## src/hdl/mkd_pkg.sv

```systemverilog
// shared types, constants and the letter table for the morse key decoder
`timescale 1ns / 1ps

package mkd_pkg;

  localparam int MAX_ELEMENTS = 4;
  localparam int COUNT_WIDTH  = 16;
  localparam int CFG_WIDTH    = 16;
  localparam int CFG_IDX_W    = 3;
  localparam int ELEM_CNT_W   = $clog2(MAX_ELEMENTS + 1);
  localparam int ELEM_IDX_W   = $clog2(MAX_ELEMENTS);
  localparam int CMP_WIDTH    = (COUNT_WIDTH > CFG_WIDTH) ? COUNT_WIDTH : CFG_WIDTH;
  localparam int CHAR_W       = 7;
  localparam int LAMP_W       = 3;

  // register indexes on the config port
  localparam logic [CFG_IDX_W-1:0] REG_DOT_TIME      = 3'd0;
  localparam logic [CFG_IDX_W-1:0] REG_DASH_TIME     = 3'd1;
  localparam logic [CFG_IDX_W-1:0] REG_ELEM_GAP_TIME = 3'd2;
  localparam logic [CFG_IDX_W-1:0] REG_CHAR_GAP_TIME = 3'd3;
  localparam logic [CFG_IDX_W-1:0] REG_WORD_GAP_TIME = 3'd4;

  localparam logic [CFG_WIDTH-1:0] DOT_TIME_RST      = 16'd2000;
  localparam logic [CFG_WIDTH-1:0] DASH_TIME_RST     = 16'd4000;
  localparam logic [CFG_WIDTH-1:0] ELEM_GAP_TIME_RST = 16'd8000;
  localparam logic [CFG_WIDTH-1:0] CHAR_GAP_TIME_RST = 16'd12000;
  localparam logic [CFG_WIDTH-1:0] WORD_GAP_TIME_RST = 16'd16000;

  localparam logic [1:0] PEND_NONE = 2'd0;
  localparam logic [1:0] PEND_DOT  = 2'd1;
  localparam logic [1:0] PEND_DASH = 2'd2;

  localparam logic [LAMP_W-1:0] LAMP_OFF    = 3'b000;
  localparam logic [LAMP_W-1:0] LAMP_DOT    = 3'b001;
  localparam logic [LAMP_W-1:0] LAMP_DASH   = 3'b010;
  localparam logic [LAMP_W-1:0] LAMP_STATUS = 3'b100;

  localparam logic [CHAR_W-1:0] CHAR_NONE  = 7'd0;
  localparam logic [CHAR_W-1:0] CHAR_SPACE = 7'd32;

  localparam logic [COUNT_WIDTH-1:0] COUNT_MAX = {COUNT_WIDTH{1'b1}};

  typedef struct packed {
    logic [CFG_WIDTH-1:0] dot_time;
    logic [CFG_WIDTH-1:0] dash_time;
    logic [CFG_WIDTH-1:0] element_gap_time;
    logic [CFG_WIDTH-1:0] char_gap_time;
    logic [CFG_WIDTH-1:0] word_gap_time;
  } mkd_cfg_t;

  typedef struct packed {
    logic [COUNT_WIDTH-1:0]  tick_count;
    logic                    counting;
    logic                    key_before;
    logic [1:0]              pending_element;
    logic [MAX_ELEMENTS-1:0] element_pattern;
    logic [ELEM_CNT_W-1:0]   element_count;
    logic                    pattern_overflow;
    logic                    word_gap_armed;
    logic                    text_started;
    logic [LAMP_W-1:0]       lamp_levels;
  } mkd_state_t;

  typedef struct packed {
    logic              char_valid;
    logic [CHAR_W-1:0] char_code;
    logic              code_unknown;
  } mkd_result_t;

  // pattern bit i is set when element i is a dash; zero means no letter
  function automatic logic [CHAR_W-1:0] decode_letter(
    input logic [MAX_ELEMENTS-1:0] pattern,
    input logic [ELEM_CNT_W-1:0]   len
  );
    logic [6:0]        key;
    logic [CHAR_W-1:0] letter;
    key    = {len[2:0], pattern[3:0]};
    letter = CHAR_NONE;
    if (len != '0 && len <= ELEM_CNT_W'(4)) begin
      case (key)
        {3'd2, 4'd2}:  letter = 7'("A");
        {3'd4, 4'd1}:  letter = 7'("B");
        {3'd4, 4'd5}:  letter = 7'("C");
        {3'd3, 4'd1}:  letter = 7'("D");
        {3'd1, 4'd0}:  letter = 7'("E");
        {3'd4, 4'd4}:  letter = 7'("F");
        {3'd3, 4'd3}:  letter = 7'("G");
        {3'd4, 4'd0}:  letter = 7'("H");
        {3'd2, 4'd0}:  letter = 7'("I");
        {3'd4, 4'd14}: letter = 7'("J");
        {3'd3, 4'd5}:  letter = 7'("K");
        {3'd4, 4'd2}:  letter = 7'("L");
        {3'd2, 4'd3}:  letter = 7'("M");
        {3'd2, 4'd1}:  letter = 7'("N");
        {3'd3, 4'd7}:  letter = 7'("O");
        {3'd4, 4'd6}:  letter = 7'("P");
        {3'd4, 4'd11}: letter = 7'("Q");
        {3'd3, 4'd2}:  letter = 7'("R");
        {3'd3, 4'd0}:  letter = 7'("S");
        {3'd1, 4'd1}:  letter = 7'("T");
        {3'd3, 4'd4}:  letter = 7'("U");
        {3'd4, 4'd8}:  letter = 7'("V");
        {3'd3, 4'd6}:  letter = 7'("W");
        {3'd4, 4'd9}:  letter = 7'("X");
        {3'd4, 4'd13}: letter = 7'("Y");
        {3'd4, 4'd3}:  letter = 7'("Z");
        default:       letter = CHAR_NONE;
      endcase
    end
    return letter;
  endfunction

endpackage

```

## src/hdl/morse_key_decoder.sv

```systemverilog
// morse key decoder top level: config registers, decoder state and output register
`timescale 1ns / 1ps

// Morse key decoder. Each input request is one timer tick carrying the sampled
// key level (in_key_level, 1 = pressed). Every accepted tick gives exactly one
// output request: char_valid/char_code carry a decoded letter A to Z or a word
// space (32), code_unknown flags a pattern that is no letter or is too long,
// and the three lamp outputs show the lamp levels after that tick.
// Timing thresholds (dot, dash, element gap, character gap, word gap) are set
// through the cfg_ write port, indexes 0 to 4, in ticks after a key press;
// write them only while no request is in flight.
// The output request is registered and appears in the cycle after the tick is accepted.
// One tick per cycle while no stalled result is held, set by the single output register; the
// decoder state updates in the same cycle a tick is accepted.
// When the receiver raises out_stall, the result holds in the output register
// and in_stall follows, so no new tick is taken until the result is taken.
// Reset (rst_n low, synchronous) empties the output register, clears the
// decoder state with all lamps off, and loads the default thresholds
// 2000, 4000, 8000, 12000 and 16000.

module morse_key_decoder (
  input  logic                              clk,
  input  logic                              rst_n,
  input  logic                              in_valid,
  output logic                              in_stall,
  input  logic                              in_key_level,
  output logic                              out_valid,
  input  logic                              out_stall,
  output logic                              out_char_valid,
  output logic [mkd_pkg::CHAR_W-1:0]        out_char_code,
  output logic                              out_code_unknown,
  output logic                              out_dot_lamp,
  output logic                              out_dash_lamp,
  output logic                              out_status_lamp,
  input  logic                              cfg_write_en,
  input  logic [mkd_pkg::CFG_IDX_W-1:0]     cfg_index,
  input  logic [mkd_pkg::CFG_WIDTH-1:0]     cfg_data
);
  import mkd_pkg::*;

  mkd_cfg_t          cfg_r;
  mkd_state_t        state_r;
  mkd_state_t        state_nxt;
  mkd_result_t       result;
  logic              out_valid_r;
  logic              char_valid_r;
  logic [CHAR_W-1:0] char_code_r;
  logic              code_unknown_r;
  logic [LAMP_W-1:0] lamps_r;
  logic              in_accept;

  assign in_stall  = out_valid_r && out_stall;
  assign in_accept = in_valid && !in_stall;

  always_ff @(posedge clk) begin
    if (!rst_n) begin
      cfg_r.dot_time         <= DOT_TIME_RST;
      cfg_r.dash_time        <= DASH_TIME_RST;
      cfg_r.element_gap_time <= ELEM_GAP_TIME_RST;
      cfg_r.char_gap_time    <= CHAR_GAP_TIME_RST;
      cfg_r.word_gap_time    <= WORD_GAP_TIME_RST;
    end else if (cfg_write_en) begin
      case (cfg_index)
        REG_DOT_TIME:      cfg_r.dot_time         <= cfg_data;
        REG_DASH_TIME:     cfg_r.dash_time        <= cfg_data;
        REG_ELEM_GAP_TIME: cfg_r.element_gap_time <= cfg_data;
        REG_CHAR_GAP_TIME: cfg_r.char_gap_time    <= cfg_data;
        REG_WORD_GAP_TIME: cfg_r.word_gap_time    <= cfg_data;
        default: ;
      endcase
    end
  end

  mkd_step u_step (
    .cfg       (cfg_r),
    .state     (state_r),
    .key_level (in_key_level),
    .state_nxt (state_nxt),
    .result    (result)
  );

  always_ff @(posedge clk) begin
    if (!rst_n) begin
      state_r     <= '0;
      out_valid_r <= 1'b0;
    end else if (in_accept) begin
      state_r     <= state_nxt;
      out_valid_r <= 1'b1;
    end else if (!out_stall) begin
      out_valid_r <= 1'b0;
    end
  end

  // payload only, loads with each accepted tick
  always_ff @(posedge clk) begin
    if (in_accept) begin
      char_valid_r   <= result.char_valid;
      char_code_r    <= result.char_code;
      code_unknown_r <= result.code_unknown;
      lamps_r        <= state_nxt.lamp_levels;
    end
  end

  assign out_valid        = out_valid_r;
  assign out_char_valid   = char_valid_r;
  assign out_char_code    = char_code_r;
  assign out_code_unknown = code_unknown_r;
  assign out_dot_lamp     = lamps_r[0];
  assign out_dash_lamp    = lamps_r[1];
  assign out_status_lamp  = lamps_r[2];

endmodule

```

## src/hdl/mkd_step.sv

```systemverilog
// next-state and result logic for one key tick
`timescale 1ns / 1ps

module mkd_step (
  input  mkd_pkg::mkd_cfg_t    cfg,
  input  mkd_pkg::mkd_state_t  state,
  input  logic                 key_level,
  output mkd_pkg::mkd_state_t  state_nxt,
  output mkd_pkg::mkd_result_t result
);
  import mkd_pkg::*;

  function automatic logic thr_hit(
    input logic [COUNT_WIDTH-1:0] t,
    input logic [CFG_WIDTH-1:0]   thr
  );
    return CMP_WIDTH'(t) == CMP_WIDTH'(thr);
  endfunction

  always_comb begin
    mkd_state_t             nx;
    mkd_result_t            res;
    logic                   rise;
    logic                   armed_before;
    logic [COUNT_WIDTH-1:0] t;
    logic [CHAR_W-1:0]      letter;

    nx           = state;
    res          = '{char_valid: 1'b0, char_code: CHAR_NONE, code_unknown: 1'b0};
    rise         = key_level && !state.key_before;
    armed_before = state.word_gap_armed;
    t            = state.tick_count + COUNT_WIDTH'(1);
    letter       = CHAR_NONE;

    nx.key_before = key_level;
    if (rise) begin
      nx.tick_count     = '0;
      nx.counting       = 1'b1;
      nx.word_gap_armed = 1'b0;
      nx.lamp_levels    = LAMP_OFF;
    end else if (state.counting && state.tick_count != COUNT_MAX) begin
      nx.tick_count = t;
      // events of one tick apply in threshold order, the last one wins the lamps
      if (thr_hit(t, cfg.dot_time) && key_level) begin
        nx.pending_element = PEND_DOT;
        nx.lamp_levels     = LAMP_DOT;
      end
      if (thr_hit(t, cfg.dash_time) && key_level) begin
        nx.pending_element = PEND_DASH;
        nx.lamp_levels     = LAMP_DASH;
      end
      if (thr_hit(t, cfg.element_gap_time)) begin
        if (nx.pending_element != PEND_NONE) begin
          if (nx.element_count < ELEM_CNT_W'(MAX_ELEMENTS)) begin
            if (nx.pending_element == PEND_DASH) begin
              nx.element_pattern[nx.element_count[ELEM_IDX_W-1:0]] = 1'b1;
            end
            nx.element_count = nx.element_count + ELEM_CNT_W'(1);
          end else begin
            nx.pattern_overflow = 1'b1;
          end
        end
        nx.pending_element = PEND_NONE;
        nx.lamp_levels     = LAMP_STATUS;
      end
      if (thr_hit(t, cfg.char_gap_time)) begin
        nx.lamp_levels = LAMP_DOT | LAMP_DASH;
        if (nx.element_count != '0 || nx.pattern_overflow) begin
          letter = nx.pattern_overflow ? CHAR_NONE
                                       : decode_letter(nx.element_pattern, nx.element_count);
          if (letter != CHAR_NONE) begin
            res.char_valid  = 1'b1;
            res.char_code   = letter;
            nx.text_started = 1'b1;
          end else begin
            res.code_unknown = 1'b1;
          end
          nx.element_pattern  = '0;
          nx.element_count    = '0;
          nx.pattern_overflow = 1'b0;
        end
        nx.word_gap_armed = 1'b1;
      end
      // word gap only counts once a character gap went by on an earlier tick
      if (thr_hit(t, cfg.word_gap_time) && armed_before) begin
        nx.lamp_levels = LAMP_DOT | LAMP_DASH | LAMP_STATUS;
        if (nx.text_started) begin
          res.char_valid = 1'b1;
          res.char_code  = CHAR_SPACE;
        end
        nx.counting       = 1'b0;
        nx.word_gap_armed = 1'b0;
        nx.tick_count     = '0;
      end
    end

    state_nxt = nx;
    result    = res;
  end

endmodule

```

## config.mk

```make
export PLATFORM = sky130hd
export DESIGN_NAME = morse_key_decoder
export DESIGN_NICKNAME = d
export VERILOG_FILES = /design/src/hdl/mkd_pkg.sv /design/src/hdl/morse_key_decoder.sv /design/src/hdl/mkd_step.sv
export SDC_FILE = /design/constraint.sdc
export NUM_CORES = 1
export LEC_CHECK = 0
export ABC_CLOCK_PERIOD_IN_PS = 5500
export BUFFER_PORTS_ARGS = -buffer_cell sky130_fd_sc_hd__clkbuf_2
export CAP_MARGIN = 10
export CORE_MARGIN = 8
export CORE_UTILIZATION = 38
export CTS_BUF_LIST = sky130_fd_sc_hd__clkbuf_2
export DETAILED_ROUTE_END_ITERATION = 10
export PLACE_DENSITY_LB_ADDON = 0.15
export SYNTH_ARGS = -nofsm -noshare
export SYNTH_HDL_FRONTEND = slang
export SYNTH_SLANG_ARGS = --single-unit
```

## constraint.sdc

```tcl
create_clock -name clk -period 5.5 [get_ports clk]
set_clock_uncertainty 0.1 [all_clocks]
set_input_delay 0.275 -clock clk [delete_from_list [all_inputs] [get_ports clk]]
set_output_delay 0.275 -clock clk [all_outputs]
set_load 0.05 [all_outputs]
```

==> results of run 1 <==
==> cell usage after synthesis (5+ instances only) <==
| library cell | instances | area [um2] |
|---|---|---|
| a211oi_1 | 5 | 37.5 |
| a21boi_0 | 53 | 398 |
| a21o_1 | 5 | 37.5 |
| a21oi_1 | 35 | 175 |
| a22oi_1 | 8 | 60.1 |
| a31oi_1 | 6 | 37.5 |
| and2_1 | 13 | 81.3 |
| and3_1 | 9 | 56.3 |
| and4_1 | 7 | 61.3 |
| buf_2 | 6 | 30.0 |
| clkbuf_1 | 45 | 169 |
| dfxtp_1 | 114 | 2280 |
| edfxtp_1 | 12 | 360 |
| ha_1 | 13 | 163 |
| inv_1 | 20 | 75.1 |
| nand2_1 | 208 | 781 |
| nand2b_1 | 13 | 81.3 |
| nand3_1 | 49 | 245 |
| nand4_1 | 17 | 106 |
| nor2_1 | 40 | 150 |
| nor2b_1 | 30 | 188 |
| nor3_1 | 17 | 85.1 |
| nor3b_1 | 8 | 60.1 |
| nor4_1 | 15 | 93.8 |
| o2111ai_1 | 8 | 70.1 |
| o211ai_1 | 6 | 45.0 |
| o21a_1 | 5 | 37.5 |
| o21ai_0 | 32 | 160 |
| o22ai_1 | 5 | 31.3 |
| or3_1 | 7 | 43.8 |
| xnor2_1 | 51 | 447 |
| xnor3_1 | 7 | 158 |
| xor2_1 | 32 | 280 |
==> cells in the final DEF (no fill, tap or decap), types with 6 or more instances in the layout <==
| cell | netlist | final |
|---|---|---|
| nor4_1 | 15 | 15 |
| inv_1 | 20 | 20 |
| and3_1 | 9 | 9 |
| o21ai_0 | 32 | 32 |
| ha_1 | 13 | 12 |
| nor3_1 | 17 | 17 |
| edfxtp_1 | 12 | 12 |
| nand4_1 | 17 | 17 |
| xor2_1 | 32 | 32 |
| and4_1 | 7 | 7 |
| nor2b_1 | 30 | 30 |
| clkbuf_2 | 0 | 54 |
| nor3b_1 | 8 | 8 |
| o2111ai_1 | 8 | 8 |
| dfxtp_1 | 114 | 114 |
| a22oi_1 | 8 | 8 |
| a21boi_0 | 53 | 53 |
| nand3_1 | 49 | 49 |
| a21oi_1 | 35 | 33 |
| buf_4 | 3 | 33 |
| xnor3_1 | 7 | 7 |
| o211ai_1 | 6 | 6 |
| and2_1 | 13 | 13 |
| xnor2_1 | 51 | 51 |
| nand2_1 | 208 | 208 |
| dlygate4sd3_1 | 0 | 24 |
| nand2b_1 | 13 | 13 |
| or3_1 | 7 | 7 |
| nor2_1 | 40 | 40 |
| a31oi_1 | 6 | 6 |
==> power by group through the flow <==
stage | Clock [mW] | Sequential [mW] | Combinational (mW)
after CTS | 0.644 | 0.966 | 0.166
after global placement | 0 | 0.984 | 0.152
final | 0.629 | 0.965 | 0.166
after global routing | 0.680 | 0.969 | 0.182
after floorplan | 0 | 0.994 | 0.0857
after detailed placement | 0 | 0.984 | 0.152
==> area by class of cell <==
class | instances | area, um2
clock inverter | 15 | 159
multi-input combinational | 792 | 5070
timing repair buffer | 95 | 678
antenna | 1 | 2.50
inverter | 22 | 82.6
clock buffer | 17 | 85.1
fill | 2173 | 11800
sequential | 126 | 2640
tap | 275 | 344
==> sequential cells by signal (all words and copies together), names as in the netlist <==
name and count:
out_char_code 7, out_valid 1, lamps_r 3, cfg_r 80
out_char_valid 1, state_r 33, out_code_unknown 1
==> kinds of logic after synthesis <==
group,share of synthesized area
adder cells (fa/ha/maj),0.0202
buffers and inverters,0.0420
multiplexers,0.0106
AO/OA/AOI/OAI,0.190
AND/OR/NAND/NOR,0.296
flip-flops,0.329
XOR/XNOR,0.112
==> how the worst max path moves through the flow <==
| stage | start | end | slack [ps] | cells after the start |
|---|---|---|---|---|
| global route | state_r[22] | out_char_valid | 4 | 17 |
| CTS | state_r[18] | out_char_valid | 230 | 17 |
| finish | state_r[22] | out_char_valid | 330 | 17 |
| global placement | state_r[18] | out_char_valid | 370 | 18 |
| detailed placement | state_r[18] | out_char_valid | 280 | 17 |
| floorplan | state_r[18] | out_char_valid | 890 | 18 |
==> worst min-delay path, cell delays in order <==
cell and delay, ps:
clkbuf_2 100, nor2b_1 90, nand2_1 90, nor2_1 40
buf_4 200, nand2_1 90, nand3_1 60
==> metal layers <==
| layer | GRT usage | part of all wire |
|---|---|---|
| met1 | 0.252 | 0.46 |
| met2 | 0.326 | 0.48 |
| met3 | 0.0326 | 0.039 |
| met4 | 0.0598 | 0.023 |
| met5 | 0 | 0 |
==> stage by stage <==
| step | utilization | hold WS (ps) | worst slack [ps] | std cells | power (mW) |
|---|---|---|---|---|---|
| after global routing | 0.434 | 102 | 3.55 | 1343 | 1.83 |
| after global placement | 0.409 | 333 | 365 | 1284 | 1.14 |
| final | 0.434 | 89.1 | 333 | 1343 | 1.76 |
| after floorplan | - | 299 | 886 | 999 | 1.08 |
| after CTS | 0.433 | 51.1 | 229 | 1340 | 1.78 |
| after detailed placement | 0.409 | 352 | 284 | 1284 | 1.14 |
==> what timing repair did <==
action / in CTS / in global routing
hold buffers: 24 / 0
gates resized for setup: 0 / 4
endpoints found under the setup margin: 0 / 4
setup buffers: 0 / 2
hold endpoints to repair: 103 / 0
==> impl_results.md, run 1 <==
- Number of distinct library cells after synthesis: 90
- Part of the cycle the worst path needs: 0.939
- CTS tree: built
- CTS Buffer Depth: 2
- Summed instance area of the synthesized netlist: 8040 um2
- Worst skew pair latency: 770 ps
- Final ANT Viol Nets: 0
- YS warnings: 0
- Switching portion of total power: 0.302
- CTS root buf: clkbuf_2
- FF+latch count, synth: 126
- Setup slack on the worst flop-to-flop path: 330 ps
- GRT overflow: 0
- Shortest period the worst path allows: 5170 ps
- Starting density of the core: 0.385
- Final wirelength: 25200 um
- Overall die area: 26100 um2
- IO Pins: 39
- Count of clock tree sinks: 126
- FP Rows: 53
- Required time at the worst-slack endpoint: 6010 ps
- Fmax: 0.194 GHz
- Mean number of vias per cell: 5.49
- Final setup fails: 0
- Buf+Inv Stages, Crit Path: 1
- Fraction of power consumed by combinational cells: 0.094
- Initial antenna violation count: 1
- Worst-case reg-to-reg path depth: 17
- Fraction of final layout cells with drive strength greater than 1: 0.126
- DRC Markers: 0
- Count of flip-flops with a built-in enable after synthesis: 12
- Drt pass-1 iters: 5
- Worst flop-to-flop path startpoint: state_r[22]
- Number of cells on the worst hold path: 7
- Final weighted congestion in routability-driven placement: 0.963
- Via count: 7371
- Worst path max stage delay: 680 ps
- Number of maximum-capacitance constraint violations: 0
- Sort of element at the end of the critical path: register
- Cell area after placement: 8550 um2
- Synthesized instance count: 999
- Number of nets in the synthesized netlist: 1037
- Clock edge transition at the registers on the reported setup and hold paths: 250 ps
- Start point of the worst hold path: cfg_index[2]
- Largest net degree at the start of global routing: 78
- Worst slew margin relative to its limit: 0.310
- Post-synthesis to final-layout area growth: 12.7%
- Portion of the post-synthesis area used by sequential elements: 0.329
- Clk network pwr share: 0.357
- Core outline area: 20900 um2
- Cts bufs inserted: 17
- Power per standard cell area: 194 nW/um2
- Pint: 1.23 mW
- Summed area of non-filler cells in the final layout: 9070 um2
- Total half-perimeter wirelength after legalization and detailed placement: 18700 um
- Avg WL per Cell: 18.8 um
- Post-synthesis async set-or-reset flop share: 0
- Maximum VDD drop: 133 uV
- Endpoint, Worst Hold: cfg_r[43]
- Worst-path cell chain: nand3_4 > nor4_4 > a2bb2oi_1 > o2111ai_1 > or2_1 > or3_1 > a21oi_2 > mux2i_1 > inv_1 > ha_1 > nor2b_1 > o21ai_0 > a2111oi_0 > a2bb2oi_1 > nand4_1 > nor2_1 > o22ai_1
- Unrepaired setup endpoints after global routing: false
- First-iteration detailed-routing DRC count: 542
- Kind of critical path: register to register
- Vertical die dimension: 161 um
- Most used cell, CP: a2bb2oi_1
- Number of max-slew violations in the final report: 0
- Worst-path fanout max: 25
- Crit start category: register
- Leak: 3.26 nW
- Vias in the first global route: 7024
- Worst R2R End: out_char_valid
- Arrival time of data at the critical path endpoint: 5680 ps
- Per-instance average area after synthesis: 8.05 um2
- NetSw: 0.531 mW
- Slowest stage cell, crit path: dfxtp_1
- Transition time at the pin with the least slew margin: 1020 ps
- First-pass GRT wire length: 39800 um
- Global-route usage over all layers: 0.195
- Final hold violations: 0
- Outcome: complete, no violations
- Total number of nets in the final design: 1092
- Worst hold path type: primary input to register
- Die outline width: 161 um
- Flop pwr share: 0.548
- Port Buf Inserts: 38
- Prevailing post-synth register cell: dfxtp_1
- Final TNS setup: 0 ps
- Max H-tree Level: 4
- Crit path max-delay family: simple AND/OR/NAND/NOR gates
(Power assumes the default switching activity.)
==> run 2: changes to the inputs <==
--- a/config.mk
+++ b/config.mk
@@ -5,9 +5,10 @@
 export SDC_FILE = /design/constraint.sdc
 export NUM_CORES = 1
 export LEC_CHECK = 0
+export ABC_AREA = 1
 export ABC_CLOCK_PERIOD_IN_PS = 5500
 export BUFFER_PORTS_ARGS = -buffer_cell sky130_fd_sc_hd__clkbuf_2
-export CAP_MARGIN = 10
+export CAP_MARGIN = 40
 export CORE_MARGIN = 8
 export CORE_UTILIZATION = 38
 export CTS_BUF_LIST = sky130_fd_sc_hd__clkbuf_2
==> impl_results.md, run 2 <==
- Commonest cells after routing, fill and taps aside: nand2_1, nor2_1, inv_1
- Cts bufs inserted: 17 (unchanged)
- DRC Markers: 0 (unchanged)
- Final wirelength: 22800 um (-9.5%)
- Final TNS setup: 0 ps (unchanged)
- Initial antenna violation count: 1 (unchanged)
- Worst-path fanout max: 13 (-48%)
- Post-synthesis async set-or-reset flop share: 0 (unchanged)
- Arrival time of data at the critical path endpoint: 5160 ps (-520 ps)
- Global-route usage over all layers: 0.190 (-0.00458)
- FP Rows: 52 (-1.9%)
- Mean number of vias per cell: 5.03 (-8.4%)
- Buf+Inv Stages, Crit Path: 3 (+2)
- Die outline width: 159 um (-1.7%)
- Total half-perimeter wirelength after legalization and detailed placement: 17300 um (-7.2%)
- Fmax: 0.208 GHz (+7.5%)
- Count of flip-flops with a built-in enable after synthesis: 12 (unchanged)
- Crit start category: register
- Clock edge transition at the registers on the reported setup and hold paths: 220 ps (-30 ps)
- First-pass GRT wire length: 36800 um (-7.5%)
- Most repeated cell in the gate-level netlist after synthesis: nand2_1
- Cell taking the most area after synthesis: dfxtp_1
- Overall die area: 25200 um2 (-3.5%)
- Worst hold path type: primary input to register
- GRT overflow: 0 (unchanged)
- Final total power: 1.76 mW (+0.13%)
- Core outline area: 20100 um2 (-3.8%)
- Per-instance average area after synthesis: 6.59 um2 (-18%)
- Final ANT Viol Nets: 0 (unchanged)
- Number of max-slew violations in the final report: 0 (unchanged)
- Number of nets in the synthesized netlist: 1211 (+17%)
- Sort of element at the end of the critical path: register
- Worst slew margin relative to its limit: 0.448 (+0.139)
- Outcome: complete, no violations
- CTS tree: built
- Shortest period the worst path allows: 4810 ps (-361 ps)
- Area fraction of the dominant cell type after synthesis: 0.295 (+0.0113)
- Max H-tree Level: 4 (unchanged)
- Inst Count DP: 1462 (+14%)
- Prevailing post-synth register cell: dfxtp_1
- Filler Cells Inserted: 2168 (-0.23%)
- Number of buffers inserted to repair setup after CTS: 0 (unchanged)
- Kind of critical path: register to register
- Maximum VDD drop: 154 uV (+15%)
- First-iteration detailed-routing DRC count: 517 (-4.6%)
- Avg WL per Cell: 15.1 um (-20%)
- Summed instance area of the synthesized netlist: 7730 um2 (-3.8%)
- Largest net degree at the start of global routing: 53 (-32%)
- Total number of nets in the final design: 1271 (+16%)
- Power per standard cell area: 203 nW/um2 (+4.8%)
- YS warnings: 0 (unchanged)
- Summed area of non-filler cells in the final layout: 8670 um2 (-4.4%)
- Vertical die dimension: 159 um (-1.7%)
- Slowest stage cell, crit path: dfxtp_1
- Final weighted congestion in routability-driven placement: 0.966 (+0.35%)
- CTS root buf: clkbuf_2
- Crit path max-delay family: simple AND/OR/NAND/NOR gates
- Cell area after placement: 8210 um2 (-4.1%)
- Vias in the first global route: 7122 (+1.4%)
- Leak: 3.94 nW (+21%)
- Ranking of synthesized cells by instance count: nand2_1, nor2_1, inv_1
- Post-synthesis to final-layout area growth: 12.1%
- Drt pass-1 iters: 5 (unchanged)
- Most used cell, CP: nand2_1
- Starting density of the core: 0.385 (about the same)
- IO Pins: 39 (unchanged)
- Part of the cycle the worst path needs: 0.874 (-0.0656)
- Final hold violations: 0 (unchanged)
- Number of standard cells in the final layout excluding fillers: 1517 (+13%)
- Fraction of final layout cells with drive strength greater than 1: 0.128 (+0.00202)
- Most frequent standard cell in the layout excluding fill and tap cells: nand2_1
- Count of clock tree sinks: 126 (unchanged)
- Worst skew pair latency: 720 ps (-50 ps)
- Unrepaired setup endpoints after global routing: false
- Number of flip-flops in the largest register: 80 (unchanged)
- Number of maximum-capacitance constraint violations: 0 (unchanged)
- Final setup fails: 0 (unchanged)
- Number of distinct library cells after synthesis: 46 (-49%)
- CTS Buffer Depth: 2 (unchanged)
- Via count: 7628 (+3.5%)
- Top cells by area in the synthesized netlist: dfxtp_1, nand2_1, nand3_1, nor2_1, inv_1
- Multi-input gate area: 4460 um2 (-12%)
- Transition time at the pin with the least slew margin: 825 ps (-200 ps)
- Portion of the post-synthesis area used by sequential elements: 0.342 (+0.0131)
- Port Buf Inserts: 38 (unchanged)
- Storage element area: 2640 um2 (unchanged)
- FF+latch count, synth: 126 (unchanged)
- Synthesized instance count: 1173 (+17%)
- Top reg by flops: cfg_r
- Worst path max stage delay: 660 ps (-20 ps)
- Required time at the worst-slack endpoint: 5850 ps (-160 ps)
-- run 2: cell type report --
cell class              count  share of cell area
multi-input cells         883               0.515
flip-flops and latches    126               0.305
inverters                 135              0.0585
repair buffers             70              0.0554
well taps                 270              0.0390
clock inverters            13              0.0163
clock buffers              19              0.0110
diodes                      1            0.000289
-- run 2: final timing paths --
path                      from          endpoint  slack [ps]  cells after the start
setup reg to reg   state_r[17]  out_char_code[2]         690                     30
hold / removal    cfg_index[2]         cfg_r[26]          60                      6
hold reg to reg    state_r[10]       state_r[10]         380                      2
setup / recovery   state_r[17]  out_char_code[2]         690                     30
-- run 2: cell families (layout without fill, tap and decap cells) --
kind of cell | after synthesis | in the layout | synth area share
AO/OA/AOI/OAI | 149 | 149 | 0.104
flip-flops | 126 | 126 | 0.342
XOR/XNOR | 25 | 25 | 0.0374
other | 0 | 1 | 0
AND/OR/NAND/NOR | 696 | 696 | 0.414
buffers and inverters | 164 | 237 | 0.0822
adder cells (fa/ha/maj) | 13 | 13 | 0.0210
-- run 2: per-stage QoR --
step	setup slack [ps]	utilization	hold WS, ps
after CTS	680	0.431	6.41
final	694	0.431	63.6
after detailed placement	725	0.408	355
after global routing	259	0.431	24.8
after global placement	772	0.408	354
after floorplan	1820	-	288
-- run 2: routing by layer --
| layer | wire length, um | vias up | global-route usage |
|---|---|---|---|
| li1 | - | 3912 | - |
| met1 | 10900 | 3506 | 0.251 |
| met2 | 10400 | 184 | 0.308 |
| met3 | 1110 | 26 | 0.0345 |
| met4 | 392 | 0 | 0.0588 |
| met5 | 0 | - | 0 |
-- run 2: timing repair --
| item | CTS | global route |
|---|---|---|
| gates resized for setup | 0 | 0 |
| hold endpoints to repair | 97 | 0 |
| hold buffers | 22 | 0 |
-- run 2: worst min-delay path, cell delays in order --
cell and delay [ps]:
clkbuf_2 90, nor2_1 60, nand2_1 70, nor2_1 180, nand2_1 110, nand3_1 70
-- run 2: report_power, final --
part / total (mW) / internal (mW) / leakage (nW) / switching [mW]
sequential: 0.974 / 0.956 / 1.05 / 0.0178
clock: 0.603 / 0.214 / 0.141 / 0.389
combinational: 0.186 / 0.0622 / 2.76 / 0.124
==> run 3: changes to the inputs <==
--- a/config.mk
+++ b/config.mk
@@ -8,11 +8,11 @@
 export ABC_AREA = 1
 export ABC_CLOCK_PERIOD_IN_PS = 5500
 export BUFFER_PORTS_ARGS = -buffer_cell sky130_fd_sc_hd__clkbuf_2
-export CAP_MARGIN = 40
-export CORE_MARGIN = 8
+export CORE_MARGIN = 10
 export CORE_UTILIZATION = 38
 export CTS_BUF_LIST = sky130_fd_sc_hd__clkbuf_2
 export DETAILED_ROUTE_END_ITERATION = 10
+export GPL_TIMING_DRIVEN = 0
 export PLACE_DENSITY_LB_ADDON = 0.15
 export SYNTH_ARGS = -nofsm -noshare
 export SYNTH_HDL_FRONTEND = slang
==> impl_results.md, run 3 (synthesis results as in run 2) <==
- Drt pass-1 iters: 6 (+1)
- Top reg by flops: cfg_r
- Crit path max-delay family: simple AND/OR/NAND/NOR gates
- Overall die area: 26500 um2 (+5.1%)
- CTS root buf: clkbuf_2
- Number of maximum-capacitance constraint violations: 0 (unchanged)
- Largest net degree at the start of global routing: 20 (-62%)
- Hold slack: 149 ps (+84.9 ps)
- NetSw: 0.524 mW (-1.3%)
- Starting density of the core: 0.385 (unchanged)
- DRC Markers: 0 (unchanged)
- Crit start category: register
- Switching portion of total power: 0.298 (-0.00254)
- Worst path max stage delay: 470 ps (-190 ps)
- Clk network pwr share: 0.335 (-0.007)
- Final TNS setup: 0 ps (unchanged)
- Number of max-slew violations in the final report: 0 (unchanged)
- Final ANT Viol Nets: 0 (unchanged)
- Final setup fails: 0 (unchanged)
- First-iteration detailed-routing DRC count: 651 (+26%)
- Maximum VDD drop: 108 uV (-30%)
- Layout Utilization: 0.437 (+0.00585)
- Initial antenna violation count: 1 (unchanged)
- CTS Buffer Depth: 2 (unchanged)
- Required time at the worst-slack endpoint: 5840 ps (about the same)
- Post-synthesis to final-layout area growth: 13.6%
- FP Rows: 52 (unchanged)
- Shortest period the worst path allows: 4590 ps (-217 ps)
- IO Pins: 39 (unchanged)
- Unrepaired setup endpoints after global routing: false
- Vertical die dimension: 163 um (+2.5%)
- Worst skew pair latency: 740 ps (+20 ps)
- CTS tree: built
- Total half-perimeter wirelength after legalization and detailed placement: 18600 um (+7.1%)
- Start point of the worst hold path: out_stall
- Sort of element at the end of the critical path: register
- Number of flip-flops in the largest register: 80 (unchanged)
- Most frequent standard cell in the layout excluding fill and tap cells: nand2_1
- Slowest stage cell, crit path: dfxtp_1
- Worst hold path type: primary input to register
- Avg WL per Cell: 15.4 um (+2.3%)
- Number of buffers inserted to repair setup after CTS: 0 (unchanged)
- Transition time at the pin with the least slew margin: 1360 ps (+539 ps)
- Final wirelength: 23800 um (+4.1%)
- Fraction of final layout cells with drive strength greater than 1: 0.118 (-0.00978)
- Kind of critical path: register to register
- Buf+Inv Stages, Crit Path: 3 (unchanged)
- Total number of nets in the final design: 1298 (+2.1%)
- Most used cell, CP: nand2_1
- Port Buf Inserts: 38 (unchanged)
- Flop pwr share: 0.553 (about the same)
- Final weighted congestion in routability-driven placement: 0.923 (-4.5%)
- Mean number of vias per cell: 4.91 (-2.4%)
- Cts bufs inserted: 17 (unchanged)
- Arrival time of data at the critical path endpoint: 4930 ps (-230 ps)
- Max H-tree Level: 4 (unchanged)
- Vias in the first global route: 6947 (-2.5%)
- GRT overflow: 0 (unchanged)
- Core outline area: 20100 um2 (unchanged)
- Part of the cycle the worst path needs: 0.834 (-0.0395)
- Final hold violations: 0 (unchanged)
- Pint: 1.23 mW (about the same)
- Worst-path fanout max: 7 (-6)
- CP Launch Point: state_r[18]
- Via count: 7576 (-0.68%)
- Fraction of power consumed by combinational cells: 0.112 (+0.006)
- Fmax: 0.218 GHz (+4.7%)
- Worst slew margin relative to its limit: 0.0831 (-0.365)
- Global-route usage over all layers: 0.179 (-0.0110)
- Leak: 3.98 nW (+0.90%)
- Die outline width: 163 um (+2.5%)
- Final total power: 1.75 mW (-0.46%)
- Count of clock tree sinks: 126 (unchanged)
- Clock edge transition at the registers on the reported setup and hold paths: 190 ps (-30 ps)
- Commonest cells after routing, fill and taps aside: nand2_1, nor2_1, inv_1
- Power per standard cell area: 200 nW/um2 (-1.8%)
- Worst flop-to-flop path startpoint: state_r[18]
- First-pass GRT wire length: 37300 um (+1.3%)
- Outcome: complete, no violations
==> run 3: cell types whose count changed in the layout (fill, tap and decap cells not counted), moves of 2 or more <==
cell,change
buf_4,-7
buf_6,+2
clkbuf_1,+24
clkinv_1,+2
clkinv_4,-2
dlygate4sd3_1,+8
==> run 3: final timing paths <==
check / end / slack, ps / cells after the start
worst min register to register: state_r[13] / 380 / 2
worst max register to register: out_char_code[4] / 910 / 29
worst max-delay path: out_char_code[4] / 910 / 29
worst min-delay path: state_r[0] / 150 / 6
==> run 3: timing repair <==
| action | in CTS | in global routing |
|---|---|---|
| hold buffers | 30 | 0 |
| gates resized for setup | 0 | 0 |
| hold endpoints to repair | 84 | 0 |
| setup endpoints to repair | 0 | 0 |
==> run 3: metrics by stage <==
step                instances  cell area [um2]  setup slack [ps]
finish                   1544             8780               911
global route             1544             8780               445
CTS                      1543             8780               912
detailed placement       1481             8260               949
global placement         1481             8260               952
floorplan                1173             7730              1820
==> run 3: power groups by stage <==
stage	registers (mW)	clock network (mW)	logic, mW
after detailed placement	0.990	0	0.180
after CTS	0.971	0.601	0.196
after global placement	0.989	0	0.179
final	0.971	0.588	0.196
after global routing	0.975	0.637	0.218
after floorplan	1.00	0	0.102
==> run 3: area by class of cell <==
cell class	count	area (um2)
multi-input cells	883	4450
fillers	2126	11300
inverters	135	507
clock inverters	12	120
plain buffers	29	129
diodes	1	2.50
flip-flops and latches	126	2640
repair buffers	68	490
clock buffers	20	100
well taps	270	338
==> run 3: per-layer routing <==
metal | wire length (um) | GRT usage | part of all wire
met5 | 0 | 0 | 0
met1 | 11100 | 0.230 | 0.47
met3 | 1310 | 0.0430 | 0.055
met2 | 10900 | 0.292 | 0.46
met4 | 466 | 0.0541 | 0.020
==> run 3: worst reg2reg max path, delay by kind of cell, from the launching register on <==
family / cells / cell delay [ps]
AND/OR/NAND/NOR: 22 / 2670
adder cells (fa/ha/maj): 2 / 490
flip-flops: 1 / 470
buffers and inverters: 3 / 320
AO/OA/AOI/OAI: 2 / 260
